**src/hw/rtl/wav_header_parser_macros.svh**
```systemverilog
`ifndef WAV_HEADER_PARSER_MACROS_SVH
`define WAV_HEADER_PARSER_MACROS_SVH

// Checks sampled on clk, off while rst_n is low.
`define WHP_ASSERT_IMPL(label, ante, cons, msg) \
  label: assert property (@(posedge clk) disable iff (!rst_n) (ante) |-> (cons)) \
    else $error(msg);

`define WHP_ASSERT_NEXT(label, ante, cons, msg) \
  label: assert property (@(posedge clk) disable iff (!rst_n) (ante) |=> (cons)) \
    else $error(msg);

`endif

```
**src/hw/rtl/whp_pkg.sv**
```systemverilog
package whp_pkg;

  localparam int BYTE_W   = 8;
  localparam int STATUS_W = 3;
  localparam int FORMAT_W = 16;
  localparam int RATE_W   = 32;
  localparam int SIZE_W   = 32;
  localparam int DUR_W    = 48;
  localparam int FRAC_W   = DUR_W - SIZE_W;

  localparam int DIV_STEPS = DUR_W;
  localparam int STEP_W    = $clog2(DIV_STEPS);

  localparam logic [31:0] TAG_RIFF = 32'h4646_4952;
  localparam logic [31:0] TAG_WAVE = 32'h4556_4157;
  localparam logic [31:0] TAG_FMT  = 32'h2074_6d66;
  localparam logic [31:0] TAG_FACT = 32'h7463_6166;
  localparam logic [31:0] TAG_DATA = 32'h6174_6164;

  localparam logic [SIZE_W-1:0]   FMT_BASE_SIZE = 32'd16;
  localparam logic [FORMAT_W-1:0] FORMAT_PCM    = 16'd1;
  localparam logic [SIZE_W-1:0]   MID_SKIP      = 32'd6;
  localparam logic [SIZE_W-1:0]   TAIL_SKIP     = 32'd4;

  typedef enum logic [STATUS_W-1:0] {
    ST_OK      = 3'd0,
    ST_NO_RIFF = 3'd1,
    ST_NO_WAVE = 3'd2,
    ST_NO_FMT  = 3'd3,
    ST_NO_FACT = 3'd4,
    ST_NO_DATA = 3'd5,
    ST_TRUNC   = 3'd6
  } whp_status_t;

  typedef enum logic [3:0] {
    PH_IDLE     = 4'd0,
    PH_RIFF     = 4'd1,
    PH_WAVE     = 4'd2,
    PH_FMT      = 4'd3,
    PH_FSIZE    = 4'd4,
    PH_FORMAT   = 4'd5,
    PH_MID      = 4'd6,
    PH_RATE     = 4'd7,
    PH_TAIL     = 4'd8,
    PH_EXTLEN   = 4'd9,
    PH_EXTSKIP  = 4'd10,
    PH_FACT     = 4'd11,
    PH_FACTSIZE = 4'd12,
    PH_FACTSKIP = 4'd13,
    PH_DATA     = 4'd14,
    PH_DSIZE    = 4'd15
  } whp_phase_t;

  typedef enum logic [1:0] {
    B_IDLE = 2'd0,
    B_DIV  = 2'd1,
    B_OUT  = 2'd2
  } whp_bstate_t;

  typedef struct packed {
    whp_status_t         status;
    logic [FORMAT_W-1:0] format_code;
    logic [RATE_W-1:0]   byte_rate;
    logic [SIZE_W-1:0]   data_size;
  } whp_job_t;

endpackage

```
**src/hw/rtl/whp_if.sv**
```systemverilog
interface whp_in_if import whp_pkg::*; ();
  logic              valid;
  logic              ready;
  logic [BYTE_W-1:0] data_byte;
  logic              first_byte;
  logic              last_byte;

  modport source (output valid, output data_byte, output first_byte, output last_byte,
                  input ready);
  modport sink   (input valid, input data_byte, input first_byte, input last_byte,
                  output ready);
endinterface

interface whp_out_if import whp_pkg::*; ();
  logic                valid;
  logic                ready;
  logic [STATUS_W-1:0] status;
  logic [FORMAT_W-1:0] format_code;
  logic [RATE_W-1:0]   byte_rate;
  logic [SIZE_W-1:0]   data_size;
  logic [DUR_W-1:0]    duration_q16;

  modport source (output valid, output status, output format_code, output byte_rate,
                  output data_size, output duration_q16, input ready);
  modport sink   (input valid, input status, input format_code, input byte_rate,
                  input data_size, input duration_q16, output ready);
endinterface

```
**src/hw/rtl/wav_header_parser.sv**
```systemverilog
// Input: one byte word per cycle; ready drops only while the result queue is full.
// Flow: the byte that ends a parse pushes its result word into the queue in that same cycle;
// the back end pops it and shows it in B_OUT, a good header with a nonzero rate first passing
// the 48-step bit-serial duration divider. Queue of QUEUE_DEPTH; back end takes one at a time.
// Reset: synchronous active-low rst_n idles the parser until a first-byte word, empties the queue.
module wav_header_parser import whp_pkg::*; #(
  parameter int QUEUE_DEPTH = 2
) (
  input  logic      clk,
  input  logic      rst_n,
  whp_in_if.sink    in_ch,
  whp_out_if.source out_ch
);

  logic     push_valid, push_ready, pop_valid, pop_ready;
  whp_job_t push_job, pop_job;

  whp_front u_front (
    .clk       (clk),
    .rst_n     (rst_n),
    .in_ch     (in_ch),
    .job_valid (push_valid),
    .job       (push_job),
    .job_ready (push_ready)
  );

  whp_queue #(
    .DEPTH (QUEUE_DEPTH)
  ) u_queue (
    .clk        (clk),
    .rst_n      (rst_n),
    .push_valid (push_valid),
    .push_ready (push_ready),
    .push_job   (push_job),
    .pop_valid  (pop_valid),
    .pop_ready  (pop_ready),
    .pop_job    (pop_job)
  );

  whp_back u_back (
    .clk       (clk),
    .rst_n     (rst_n),
    .pop_valid (pop_valid),
    .pop_ready (pop_ready),
    .pop_job   (pop_job),
    .out_ch    (out_ch)
  );

endmodule

```
**src/hw/rtl/whp_front.sv**
```systemverilog
module whp_front import whp_pkg::*; (
  input  logic       clk,
  input  logic       rst_n,
  whp_in_if.sink     in_ch,
  output logic       job_valid,
  output whp_job_t   job,
  input  logic       job_ready
);

  whp_phase_t          phase_r, phase_nxt;
  logic [1:0]          cnt_r, cnt_nxt;
  logic [SIZE_W-1:0]   skip_r, skip_nxt;
  logic [31:0]         shift_r, shift_nxt;
  logic                fmt_ext_r, fmt_ext_nxt;
  logic [FORMAT_W-1:0] format_r, format_nxt;
  logic [RATE_W-1:0]   rate_r, rate_nxt;

  logic              accept;
  whp_phase_t        ph_c;
  logic [1:0]        cnt_c;
  logic [SIZE_W-1:0] skip_c, skip_dec, skip_new;
  logic [31:0]       word_c;
  logic              skip_end, last4, last2;
  whp_phase_t        ext_next, adv;
  logic              take_en, take_two, err, ok_done, emit;
  logic              load_fsz, load_fmt, load_rate;
  whp_status_t       err_code, status_c;

  assign accept       = in_ch.valid && in_ch.ready;
  assign in_ch.ready  = job_ready;

  assign ph_c    = in_ch.first_byte ? PH_RIFF : phase_r;
  assign cnt_c   = in_ch.first_byte ? 2'd0 : cnt_r;
  assign skip_c  = in_ch.first_byte ? '0 : skip_r;

  always_comb begin
    unique case (cnt_c)
      2'd0:    word_c = {24'd0, in_ch.data_byte};
      2'd1:    word_c = {16'd0, in_ch.data_byte, shift_r[7:0]};
      2'd2:    word_c = {8'd0, in_ch.data_byte, shift_r[15:0]};
      default: word_c = {in_ch.data_byte, shift_r[23:0]};
    endcase
  end

  assign last4    = (cnt_c == 2'd3);
  assign last2    = (cnt_c == 2'd1);
  assign skip_dec = (skip_c == '0) ? '0 : skip_c - SIZE_W'(1);
  assign skip_end = (skip_dec == '0);
  assign ext_next = (format_r != FORMAT_PCM) ? PH_FACT : PH_DATA;

  always_comb begin
    adv       = ph_c;
    take_en   = 1'b0;
    take_two  = 1'b0;
    err       = 1'b0;
    err_code  = ST_TRUNC;
    ok_done   = 1'b0;
    skip_new  = skip_c;
    load_fsz  = 1'b0;
    load_fmt  = 1'b0;
    load_rate = 1'b0;
    unique case (ph_c)
      PH_IDLE: begin
      end
      PH_RIFF: begin
        take_en  = !skip_c[2];
        err      = take_en && last4 && (word_c != TAG_RIFF);
        err_code = ST_NO_RIFF;
        skip_new = skip_c + SIZE_W'(1);
        if (skip_c[2:0] == 3'd7) begin
          skip_new = '0;
          adv      = PH_WAVE;
        end
      end
      PH_WAVE: begin
        take_en  = 1'b1;
        err_code = ST_NO_WAVE;
        if (last4) begin
          if (word_c != TAG_WAVE) err = 1'b1;
          else adv = PH_FMT;
        end
      end
      PH_FMT: begin
        take_en  = 1'b1;
        err_code = ST_NO_FMT;
        if (last4) begin
          if (word_c != TAG_FMT) err = 1'b1;
          else adv = PH_FSIZE;
        end
      end
      PH_FSIZE: begin
        take_en = 1'b1;
        if (last4) begin
          load_fsz = 1'b1;
          adv      = PH_FORMAT;
        end
      end
      PH_FORMAT: begin
        take_en  = 1'b1;
        take_two = 1'b1;
        if (last2) begin
          load_fmt = 1'b1;
          skip_new = MID_SKIP;
          adv      = PH_MID;
        end
      end
      PH_MID: begin
        skip_new = skip_dec;
        if (skip_end) adv = PH_RATE;
      end
      PH_RATE: begin
        take_en = 1'b1;
        if (last4) begin
          load_rate = 1'b1;
          skip_new  = TAIL_SKIP;
          adv       = PH_TAIL;
        end
      end
      PH_TAIL: begin
        skip_new = skip_dec;
        if (skip_end) adv = fmt_ext_r ? PH_EXTLEN : ext_next;
      end
      PH_EXTLEN: begin
        take_en  = 1'b1;
        take_two = 1'b1;
        if (last2) begin
          skip_new = {16'd0, word_c[15:0]};
          adv      = (word_c[15:0] == 16'd0) ? ext_next : PH_EXTSKIP;
        end
      end
      PH_EXTSKIP: begin
        skip_new = skip_dec;
        if (skip_end) adv = ext_next;
      end
      PH_FACT: begin
        take_en  = 1'b1;
        err_code = ST_NO_FACT;
        if (last4) begin
          if (word_c != TAG_FACT) err = 1'b1;
          else adv = PH_FACTSIZE;
        end
      end
      PH_FACTSIZE: begin
        take_en = 1'b1;
        if (last4) begin
          skip_new = word_c;
          adv      = (word_c == '0) ? PH_DATA : PH_FACTSKIP;
        end
      end
      PH_FACTSKIP: begin
        skip_new = skip_dec;
        if (skip_end) adv = PH_DATA;
      end
      PH_DATA: begin
        take_en  = 1'b1;
        err_code = ST_NO_DATA;
        if (last4) begin
          if (word_c != TAG_DATA) err = 1'b1;
          else adv = PH_DSIZE;
        end
      end
      PH_DSIZE: begin
        take_en = 1'b1;
        ok_done = last4;
      end
      default: begin
      end
    endcase
  end

  assign emit = err || ok_done || ((ph_c != PH_IDLE) && in_ch.last_byte);

  always_comb begin
    phase_nxt = phase_r;
    if (accept) begin
      phase_nxt = emit ? PH_IDLE : adv;
    end
  end

  always_comb begin
    priority if (err) status_c = err_code;
    else if (ok_done) status_c = ST_OK;
    else status_c = ST_TRUNC;

    job_valid        = accept && emit;
    job.status       = status_c;
    job.format_code  = ok_done ? format_r : '0;
    job.byte_rate    = ok_done ? rate_r : '0;
    job.data_size    = ok_done ? word_c : '0;

    cnt_nxt     = cnt_r;
    skip_nxt    = skip_r;
    shift_nxt   = shift_r;
    fmt_ext_nxt = fmt_ext_r;
    format_nxt  = format_r;
    rate_nxt    = rate_r;
    if (accept) begin
      cnt_nxt  = cnt_c;
      skip_nxt = skip_new;
      if (take_en) begin
        shift_nxt = word_c;
        cnt_nxt   = (take_two ? last2 : last4) ? 2'd0 : cnt_c + 2'd1;
      end
      if (load_fsz)  fmt_ext_nxt = (word_c > FMT_BASE_SIZE);
      if (load_fmt)  format_nxt  = word_c[FORMAT_W-1:0];
      if (load_rate) rate_nxt    = word_c;
      if (emit) begin
        cnt_nxt  = 2'd0;
        skip_nxt = '0;
      end
    end
  end

  always_ff @(posedge clk) begin
    if (!rst_n) begin
      phase_r <= PH_IDLE;
      cnt_r   <= 2'd0;
      skip_r  <= '0;
    end else begin
      phase_r <= phase_nxt;
      cnt_r   <= cnt_nxt;
      skip_r  <= skip_nxt;
    end
  end

  always_ff @(posedge clk) begin
    shift_r   <= shift_nxt;
    fmt_ext_r <= fmt_ext_nxt;
    format_r  <= format_nxt;
    rate_r    <= rate_nxt;
  end

endmodule

```
**src/hw/rtl/whp_queue.sv**
```systemverilog
module whp_queue import whp_pkg::*; #(
  parameter int DEPTH = 2
) (
  input  logic     clk,
  input  logic     rst_n,
  input  logic     push_valid,
  output logic     push_ready,
  input  whp_job_t push_job,
  output logic     pop_valid,
  input  logic     pop_ready,
  output whp_job_t pop_job
);

  localparam int PTR_W = (DEPTH > 1) ? $clog2(DEPTH) : 1;
  localparam int CNT_W = $clog2(DEPTH + 1);

  whp_job_t         mem_r [DEPTH];
  logic [PTR_W-1:0] wr_ptr_r, wr_ptr_nxt, rd_ptr_r, rd_ptr_nxt;
  logic [CNT_W-1:0] count_r, count_nxt;
  logic             push, pop;

  assign push_ready = (count_r != CNT_W'(DEPTH));
  assign pop_valid  = (count_r != '0);
  assign pop_job    = mem_r[rd_ptr_r];
  assign push       = push_valid && push_ready;
  assign pop        = pop_valid && pop_ready;

  always_comb begin
    wr_ptr_nxt = wr_ptr_r;
    rd_ptr_nxt = rd_ptr_r;
    count_nxt  = count_r;
    if (push) begin
      wr_ptr_nxt = (wr_ptr_r == PTR_W'(DEPTH - 1)) ? '0 : wr_ptr_r + PTR_W'(1);
    end
    if (pop) begin
      rd_ptr_nxt = (rd_ptr_r == PTR_W'(DEPTH - 1)) ? '0 : rd_ptr_r + PTR_W'(1);
    end
    priority if (push && !pop) count_nxt = count_r + CNT_W'(1);
    else if (pop && !push) count_nxt = count_r - CNT_W'(1);
    else count_nxt = count_r;
  end

  always_ff @(posedge clk) begin
    if (!rst_n) begin
      wr_ptr_r <= '0;
      rd_ptr_r <= '0;
      count_r  <= '0;
    end else begin
      wr_ptr_r <= wr_ptr_nxt;
      rd_ptr_r <= rd_ptr_nxt;
      count_r  <= count_nxt;
    end
  end

  always_ff @(posedge clk) begin
    if (push) mem_r[wr_ptr_r] <= push_job;
  end

endmodule

```
**src/hw/rtl/whp_back.sv**
```systemverilog
`include "wav_header_parser_macros.svh"

module whp_back import whp_pkg::*; (
  input  logic     clk,
  input  logic     rst_n,
  input  logic     pop_valid,
  output logic     pop_ready,
  input  whp_job_t pop_job,
  whp_out_if.source out_ch
);

  whp_bstate_t       state_r, state_nxt;
  whp_job_t          job_r;
  logic [DUR_W-1:0]  quo_r;
  logic [RATE_W-1:0] rem_r;
  logic [STEP_W-1:0] step_r;

  logic              pop_ok, pop_div, ge;
  logic [RATE_W:0]   rem_sh;
  logic [RATE_W+1:0] diff;

  assign pop_ok  = (pop_job.status == ST_OK);
  assign pop_div = pop_ok && (pop_job.byte_rate != '0);
  assign rem_sh  = {rem_r, quo_r[DUR_W-1]};
  assign diff    = {1'b0, rem_sh} - {2'b00, job_r.byte_rate};
  assign ge      = !diff[RATE_W+1];

  always_comb begin
    state_nxt = state_r;
    unique case (state_r)
      B_IDLE:  if (pop_valid) state_nxt = pop_div ? B_DIV : B_OUT;
      B_DIV:   if (step_r == '0) state_nxt = B_OUT;
      B_OUT:   if (out_ch.ready) state_nxt = B_IDLE;
      default: state_nxt = B_IDLE;
    endcase
  end

  always_comb begin
    pop_ready           = (state_r == B_IDLE);
    out_ch.valid        = (state_r == B_OUT);
    out_ch.status       = job_r.status;
    out_ch.format_code  = job_r.format_code;
    out_ch.byte_rate    = job_r.byte_rate;
    out_ch.data_size    = job_r.data_size;
    out_ch.duration_q16 = quo_r;
  end

  always_ff @(posedge clk) begin
    if (!rst_n) begin
      state_r <= B_IDLE;
    end else begin
      state_r <= state_nxt;
    end
  end

  always_ff @(posedge clk) begin
    if (state_r == B_IDLE && pop_valid) begin
      job_r  <= pop_job;
      rem_r  <= '0;
      step_r <= STEP_W'(DIV_STEPS - 1);
      if (pop_div) quo_r <= {pop_job.data_size, {FRAC_W{1'b0}}};
      else if (pop_ok) quo_r <= '1;
      else quo_r <= '0;
    end else if (state_r == B_DIV) begin
      rem_r  <= ge ? diff[RATE_W-1:0] : rem_sh[RATE_W-1:0];
      quo_r  <= {quo_r[DUR_W-2:0], ge};
      step_r <= step_r - STEP_W'(1);
    end
  end

  `WHP_ASSERT_IMPL(a_div_job_ok, state_r == B_DIV, job_r.status == ST_OK && job_r.byte_rate != '0, "divide started on a job without a valid rate")
  `WHP_ASSERT_NEXT(a_div_runs, state_r == B_DIV && step_r != '0, state_r == B_DIV, "divide left before its last step")
  `WHP_ASSERT_IMPL(a_err_zero, state_r == B_OUT && job_r.status != ST_OK, quo_r == '0 && job_r.byte_rate == '0, "error word carries non-zero fields")
  `WHP_ASSERT_IMPL(a_rate_zero_sat, state_r == B_OUT && job_r.status == ST_OK && job_r.byte_rate == '0, &quo_r, "zero rate duration not saturated")

endmodule
```
**src/flat_wrapper.sv**
```systemverilog
// flat-port wrapper written by rule: the top's interface ports become plain ports
module wav_header_parser_flat import whp_pkg::*;
#(
  parameter int QUEUE_DEPTH = 2
)
  (clk, rst_n, in_ch_valid, in_ch_data_byte, in_ch_first_byte, in_ch_last_byte, in_ch_ready, out_ch_valid, out_ch_status, out_ch_format_code, out_ch_byte_rate, out_ch_data_size, out_ch_duration_q16, out_ch_ready);
  whp_in_if in_ch_i ();
  whp_out_if out_ch_i ();
  input  logic clk;
  input  logic rst_n;
  input wire logic [$bits(in_ch_i.valid)-1:0] in_ch_valid;
  input wire logic [$bits(in_ch_i.data_byte)-1:0] in_ch_data_byte;
  input wire logic [$bits(in_ch_i.first_byte)-1:0] in_ch_first_byte;
  input wire logic [$bits(in_ch_i.last_byte)-1:0] in_ch_last_byte;
  output wire logic [$bits(in_ch_i.ready)-1:0] in_ch_ready;
  output wire logic [$bits(out_ch_i.valid)-1:0] out_ch_valid;
  output wire logic [$bits(out_ch_i.status)-1:0] out_ch_status;
  output wire logic [$bits(out_ch_i.format_code)-1:0] out_ch_format_code;
  output wire logic [$bits(out_ch_i.byte_rate)-1:0] out_ch_byte_rate;
  output wire logic [$bits(out_ch_i.data_size)-1:0] out_ch_data_size;
  output wire logic [$bits(out_ch_i.duration_q16)-1:0] out_ch_duration_q16;
  input wire logic [$bits(out_ch_i.ready)-1:0] out_ch_ready;
  assign in_ch_i.valid = in_ch_valid;
  assign in_ch_i.data_byte = in_ch_data_byte;
  assign in_ch_i.first_byte = in_ch_first_byte;
  assign in_ch_i.last_byte = in_ch_last_byte;
  assign in_ch_ready = in_ch_i.ready;
  assign out_ch_valid = out_ch_i.valid;
  assign out_ch_status = out_ch_i.status;
  assign out_ch_format_code = out_ch_i.format_code;
  assign out_ch_byte_rate = out_ch_i.byte_rate;
  assign out_ch_data_size = out_ch_i.data_size;
  assign out_ch_duration_q16 = out_ch_i.duration_q16;
  assign out_ch_i.ready = out_ch_ready;
  wav_header_parser #(.QUEUE_DEPTH(QUEUE_DEPTH)) u_core (.clk(clk), .rst_n(rst_n), .in_ch(in_ch_i), .out_ch(out_ch_i));
endmodule
```
**config.mk**
```make
export PLATFORM = sky130hd
export DESIGN_NAME = wav_header_parser_flat
export DESIGN_NICKNAME = d
export VERILOG_FILES = /design/src/hw/rtl/whp_pkg.sv /design/src/hw/rtl/whp_if.sv /design/src/hw/rtl/wav_header_parser.sv /design/src/hw/rtl/whp_front.sv /design/src/hw/rtl/whp_queue.sv /design/src/hw/rtl/whp_back.sv /design/src/flat_wrapper.sv
export VERILOG_INCLUDE_DIRS = /design/src /design/src/hw/rtl
export SDC_FILE = /design/constraint.sdc
export NUM_CORES = 1
export LEC_CHECK = 0
export BUFFER_PORTS_ARGS = -buffer_cell sky130_fd_sc_hd__buf_4
export CORE_MARGIN = 4
export CORE_UTILIZATION = 40
export CTS_BUF_LIST = sky130_fd_sc_hd__clkbuf_8
export CTS_CLUSTER_DIAMETER = 200
export CTS_CLUSTER_SIZE = 12
export DETAILED_ROUTE_END_ITERATION = 12
export GPL_TIMING_DRIVEN = 0
export PLACE_DENSITY = 0.59
export RECOVER_POWER = 25
export SETUP_SLACK_MARGIN = 0.4
export SYNTH_ARGS = -nofsm -noshare
export SYNTH_HDL_FRONTEND = slang
export SYNTH_HIERARCHICAL = 1
export SYNTH_SLANG_ARGS = --single-unit
```
**constraint.sdc**
```tcl
create_clock -name clk -period 10.5 [get_ports clk]
set_clock_uncertainty 0.15 [all_clocks]
set_input_delay 1.05 -clock clk [delete_from_list [all_inputs] [get_ports clk]]
set_output_delay 1.05 -clock clk [all_outputs]
set_load 0.05 [all_outputs]
```
Word level (Yosys, flattened, before mapping)
Memories as Yosys holds them, arrays and structs flattened. A register that Yosys moved wholly into a read port is not among the register bits.
Index checks and enable logic that the tools add are counted.
Widths: inputs -> output; s select.
{"block": "word_totals", "register_bits": 286, "ram_bits": 166, "in_bits": 14, "out_inout_bits": 133, "mem_count": 1}
{"block": "classes", "addsub": 9, "magnitude_cmp": 1, "n_eq_ne": 31, "n_mux": 81, "reduce_logical": 37}
{"memory": "u_core.u_queue.mem_r", "words": 2, "word_bits": 83, "rd": 1, "rd_ports_with_merged_regs": 1, "write_ports": 1, "line_no": "whp_queue.sv:17", "text": "whp_job_t mem_r [DEPTH];"}
{"cell": "$mux 32", "n": 11}
{"cell": "$mux 48", "n": 4}
{"cell": "$pmux 32 s6", "n": 1}
{"cell": "$ne 32x31->1 const B", "n": 4}
{"cell": "$logic_not 32->1", "n": 3}
{"cell": "$pmux 32 s3", "n": 1}
{"cell": "$mux 4", "n": 20}
{"cell": "$pmux 4 s14", "n": 1}
{"cell": "$sub 33x32->34", "n": 1}
{"cell": "$add 32x1->32 const B", "n": 1}
{"cell": "$eq 4x4->1 const B", "n": 8}
{"cell": "$gt 32x5->1 const B", "n": 1}
{"cell": "$ne 32x30->1 const B", "n": 1}
{"cell": "$reduce_bool 32->1", "n": 1}
{"cell": "$sub 32x1->32 const B", "n": 1}
{"cell": "$mux 1", "n": 22}
{"cell": "$mux 2", "n": 11}
{"cell": "$eq 4x3->1 const B", "n": 4}
{"cell": "$logic_not 16->1", "n": 1}
{"cell": "$mux 16", "n": 1}
{"cell": "$ne 16x1->1 const B", "n": 1}
{"cell": "$mux 3", "n": 5}
{"cell": "$pmux 3 s5", "n": 1}
{"cell": "$logic_and 1x1->1", "n": 10}
{"cell": "26 further kinds", "n": 44}

Depth between registers and ports, before layout
{"block": "depth", "depth_word": 15, "depth_mapped": 23, "mapped_depth_nobuf": 18}

By module
Netlist, hierarchy kept.
{"mod": "whp_front", "n_inst": 1, "cells_each": 1098, "area_per_inst_um2": 8759.7}
{"mod": "whp_back", "n_inst": 1, "cells_each": 721, "area_per_inst_um2": 8036.5}
{"mod": "whp_queue", "n_inst": 1, "cells_each": 282, "area_per_inst_um2": 6224.7}

Worst setup path after synthesis
OpenSTA, ideal clock, no wires.
{"block": "synth_timing", "path_type": "in2reg", "from": "input in_ch_first_byte", "to": "register u_core.u_front.rate_r[0] (enable)", "setup_ps": 501, "t_arrival_ps": 6507, "required_ps": 9849, "path_slack_ps": 3341, "cell_stages": 12, "cell_sequence": "inv_1 -> clkbuf_1 -> clkbuf_1 -> buf_1 -> nand2_1 -> inv_1 -> ha_1 -> clkbuf_1 -> clkbuf_1 -> clkbuf_1 -> nand3_1 -> nor4_1"}
{"block": "synth_between", "elab_chain_cells": 5}
{"element": "start: declaration", "line_no": "flat_wrapper.sv:13", "text": "input wire logic [$bits(in_ch_i.first_byte)-1:0] in_ch_first_byte;"}
{"element": "$mux 2", "line_no": "whp_front.sv:33", "text": "assign cnt_c = in_ch.first_byte ? 2'd0 : cnt_r;"}
{"element": "$eq 2x2->1", "line_no": "whp_front.sv:45", "text": "assign last4 = (cnt_c == 2'd3);"}
{"element": "$mux 1", "line_no": "whp_front.sv:113", "text": "if (last4) begin"}
{"element": "$mux 1 *", "line_no": "whp_front.sv:62", "text": "unique case (ph_c)"}
{"element": "$reduce_and 2->1 (no source line) *"}
{"element": "end signal: assignment", "line_no": "whp_front.sv:230", "text": "rate_r <= rate_nxt;"}
{"element": "end: declaration", "line_no": "whp_front.sv:16", "text": "logic [RATE_W-1:0] rate_r, rate_nxt;"}
Mark *: on every way between the ends. The rest lies on a longest branch, timed or not.
A chain may end at the register's enable or synchronous reset.

Worst setup path in the final report
{"block": "layout_timing", "from": "input in_ch_first_byte", "to": "memory u_core/u_queue/mem_r[0][21] in the netlist's numbering (enable)"}
{"block": "layout_between", "elab_chain_cells": 13}
{"element": "$mux 2", "line_no": "whp_front.sv:33"}
{"element": "$eq 2x2->1, or another cell as far along", "line_no": "whp_front.sv:37", "text": "unique case (cnt_c)"}
{"element": "$pmux 32 s3", "line_no": "whp_front.sv:37"}
{"element": "$ne 32x31->1, or another cell as far along", "line_no": "whp_front.sv:158", "text": "if (word_c != TAG_DATA) err = 1'b1;"}
{"element": "$mux 1 (on tied branches) (2 in series)"}
{"element": "$pmux 1 s5", "line_no": "whp_front.sv:62"}
{"element": "$logic_or 1x1->1", "line_no": "whp_front.sv:171", "text": "assign emit = err || ok_done || ((ph_c != PH_IDLE) && in_ch.last_byte);"}
{"element": "$logic_or 1x1->1 *", "line_no": "whp_front.sv:171"}
{"element": "$logic_and 1x1->1 *", "line_no": "whp_front.sv:185", "text": "job_valid = accept && emit;"}
{"element": "via u_core.push_valid", "line_no": "wav_header_parser.sv:15", "text": "logic push_valid, push_ready, pop_valid, pop_ready;"}
{"element": "$logic_and 1x1->1 *", "line_no": "whp_queue.sv:25", "text": "assign push = push_valid && push_ready;"}
{"element": "$mux 1 *", "line_no": "whp_queue.sv:56", "text": "if (push) mem_r[wr_ptr_r] <= push_job;"}
{"element": "$mux 1 (not written as such) *", "line_no": "whp_queue.sv:56"}
{"element": "end: declaration", "line_no": "whp_queue.sv:17"}
The timed path passes the listed nets; every way through them passes the cells marked *.

==> PnR_summary.wiki <==
{| class="wikitable"
! Metric !! Value
|-
| Wire length of the first global-routing pass || 111 mm
|-
| Share of async-settable or async-resettable flops after synthesis || 0%
|-
| Combined area of the multi-input logic cells || 9380 um2
|-
| Cell type with the largest total area after synthesis || edfxtp_1
|-
| Routability Congestion || 0.996
|-
| Global-route total usage across every layer || 23.9%
|-
| Leak pwr || 8.81 nW
|-
| Part of the Yosys area used for sequential elements || 55.5%
|-
| Highest clock frequency the design can meet || 0.121 GHz
|-
| PwrDens || 244 nW/um2
|-
| Top cells by instance count after synthesis || edfxtp_1, o21ai_0, nand2_1
|-
| Floorplan die area || 61,500 um2
|-
| Fraction of post-synthesis cell area in the top cell type by area || 48.3%
|-
| Highest ir drop seen on vdd || 204 uV
|-
| Vias/cell || 5.82
|-
| Most used standard cell by instance count after synthesis || edfxtp_1
|-
| Area Growth Syn to Fin || 11.1%
|-
| Residual DRC count || 0
|-
| Required time at the endpoint of the critical path || 10.64 ns
|-
| Total iterations of the first detailed-routing run || 6
|-
| Clk sink count || 453
|-
| Post-Synthesis Net Count || 2,158
|-
| Via total after detailed routing || 18,000
|-
| Post-CTS Repair Setup Buffers || 0
|-
| Class of the worst hold path || reg2reg
|-
| Clock-pin slew on the worst setup and hold paths || 0.08 ns
|-
| Final period utilization || 78.6%
|-
| Result of the run || complete, but fails checks
|-
| Ant diodes || 0
|-
| Pin count of the biggest net entering global routing || 56
|-
| Yosys reg bits || 453
|-
| Violated checks || capacitance limit, slew limit
|-
| Crit path launch type || input pin
|-
| TritonCTS Buffers || 43
|-
| Most used flip-flop cell after synthesis || edfxtp_1
|-
| Setup crit end kind || flip-flop
|-
| Final core area utilization || 45.1%
|-
| Cell total after placement || 3,013
|-
| Overflow after GRT || 0
|-
| Ports placed on the boundary || 147
|-
| Cell variety after synth || 96
|-
| Number of hold violations in the final report || 0
|-
| TritonCTS clock tree || built
|-
| Hpwl dp || 55.4 mm
|-
| Antenna Nets Post-Route || 0
|-
| Total core area || 56,700 um2
|-
| Final-report max-slew violation count || 90
|-
| Iteration-0 DRC Markers || 1,518
|-
| Post-CTS Hold Buffers || 0
|-
| Number of H-tree levels || 2
|-
| Share of post-route cells with drive strength above 1 || 8.69%
|-
| Root Driver || clkbuf_8
|-
| IO Port Bufs || 144
|-
| Avg WL per Cell || 24.4 um
|-
| Count of flip-flops with a built-in enable after synthesis || 370
|-
| Area used by sequential logic in the layout || 12,800 um2
|-
| Final standard cell count with taps included and fillers excluded || 3,092
|-
| Avg Synthesized Cell Area || 11.0 um2
|-
| Highest fanout seen on the critical path || 55
|-
| Critical path arrival || 8.39 ns
|-
| Number of max-cap violations || 2
|-
| Cell count after synthesis || 2,101
|-
| Horizontal die dimension || 248 um
|-
| Antenna violations before repair || 4
|-
| Net count, final || 2,359
|-
| Post-cts repair resize count || 0
|-
| Starting Density || 40.6%
|-
| Top cells by area in the synthesized netlist || edfxtp_1, dfxtp_1, mux2_2, o21ai_0, nand2_1
|-
| Final worst path period need || 8.25 ns
|-
| Number of global-route vias before repair || 17,500
|-
| Area of the mapped netlist || 23,000 um2
|-
| # fillers || 5,510
|-
| Wirelength, routed || 75.5 mm
|-
| Latest clock arrival within the worst-skew pair || 0.65 ns
|-
| RSZ-0062 raised after global routing || no
|-
| Maximum buffer depth of the clock tree || 3
|-
| # setup viols final || 0
|-
| Setup CP Type || in2reg
|-
| Transition time at the pin with the least slew margin || 2.70 ns
|-
| Worst relative slew slack || -80.2%
|-
| Chip Height || 248 um
|-
| Synth warnings || 6
|-
| R2r setup slk || 4.46 ns
|-
| Number of rows created at floorplan || 87
|-
| Worst hold slack after final layout || 0.323 ns
|}
## final timing paths
kind / to / cells after the start / from
max: u_core/u_queue/mem_r[0][21] / 19 / in_ch_first_byte
min: u_core/u_back/rem_r[28] / 2 / u_core/u_back/rem_r[28]
max reg2reg: u_core/u_back/out_ch.duration_q16[9] / 8 / u_core/u_back/state_r[1]
min reg2reg: u_core/u_back/rem_r[28] / 2 / u_core/u_back/rem_r[28]
## power by group
part,internal [mW],switching [mW]
Sequential,2.44,0.195
Combinational,0.618,1.99
Clock,0.387,0.610
Total,3.45,2.79
## layer usage
layer  global-route usage [%]  share of wire [%]
met4                     8.86                3.8
met1                     31.6                 42
met5                        0              0.027
met3                     3.41                6.3
met2                     40.2                 48
## cell type report
| cell class | instances | share of cell area (%) |
|---|---|---|
| Sequential cell | 453 | 49.9 |
| Tap cell | 756 | 3.70 |
| Clock buffer | 43 | 2.31 |
| Clock inverter | 36 | 0.572 |
| Multi-Input combinational cell | 1427 | 36.6 |
| Buffer | 142 | 2.23 |
| Inverter | 79 | 1.17 |
| Timing Repair Buffer | 156 | 3.45 |
## stage by stage
step                      instance area, um2  setup TNS (ns)  setup slack, ns  total power [mW]
final                                  25600               0             2.25              6.24
after global routing                   25600               0             2.20              6.58
after CTS                              26000               0             2.54              6.46
after detailed placement               25300               0             1.86              5.45
after global placement                 25000          -65.97           -0.826              5.42
after floorplan                        23000               0             3.34              4.52
## flip-flops by register name, indices dropped and copies added, names as in the netlist, 4 cells and up, named ones only
name,cells
u_core/u_front/rate_r,32
u_core/u_back/out_ch.duration_q16,48
u_core/u_back/out_ch.data_size,32
u_core/u_back/rem_r,32
u_core/u_back/out_ch.byte_rate,32
u_core/u_back/step_r,6
u_core/u_back/out_ch.format_code,16
u_core/u_queue/mem_r,166
u_core/u_front/phase_r,4
u_core/u_front/shift_r,24
u_core/u_front/skip_r,32
u_core/u_front/format_r,16
## cell usage in the layout, fill, tap and decap left out, types with 9 or more instances in the layout
cell type  count
nor2b_1       23
nand4_1       27
and2_1        91
o211ai_1      18
a211oi_1      13
buf_4         56
mux2_1        59
a22oi_1        9
xor2_1        22
and3_1        16
nand2_1      172
a32oi_1       13
mux2i_1       17
o31ai_1        9
dfxtp_1       83
nor2_1       119
ha_1          42
inv_1        109
nand2b_1      17
xnor2_1       30
a221oi_1      21
mux2_2        28
or4_1         14
a31oi_1       19
or3_1         14
clkbuf_8      43
o21ai_0      190
nor3_1        45
buf_2         11
nor4_1        32
edfxtp_1     370
a21oi_1       94
nand3_1       45
buf_1          9
clkbuf_1     213
a21o_1        32
nand3b_1      10
a22o_1         9
## kinds of logic (layout without fill, tap and decap cells)
group / after synthesis / count (layout) / share of synthesized area (%)
AO/OA/AOI/OAI: 536 / 536 / 15.3
adder cells (fa/ha/maj): 43 / 43 / 2.37
flip-flops: 453 / 453 / 55.5
AND/OR/NAND/NOR: 692 / 692 / 16.0
buffers and inverters: 221 / 456 / 3.90
multiplexers: 104 / 104 / 4.99
XOR/XNOR: 52 / 52 / 1.98
## critical path, stage by stage
cell and delay [ns]:
buf_4 0.16, inv_1 0.20, clkbuf_1 0.72, clkbuf_1 0.78, buf_1 0.78, nand2_1 0.23
inv_1 0.16, ha_1 0.33, clkbuf_1 0.39, clkbuf_1 0.40, clkbuf_1 0.54, buf_1 0.63
inv_1 0.31, a41oi_4 0.42, nor2_4 0.07, nor2_1 0.23, nand3b_1 0.19, inv_4 0.38
buf_16 0.32
Note: power is estimated with default switching activity, not from simulation.
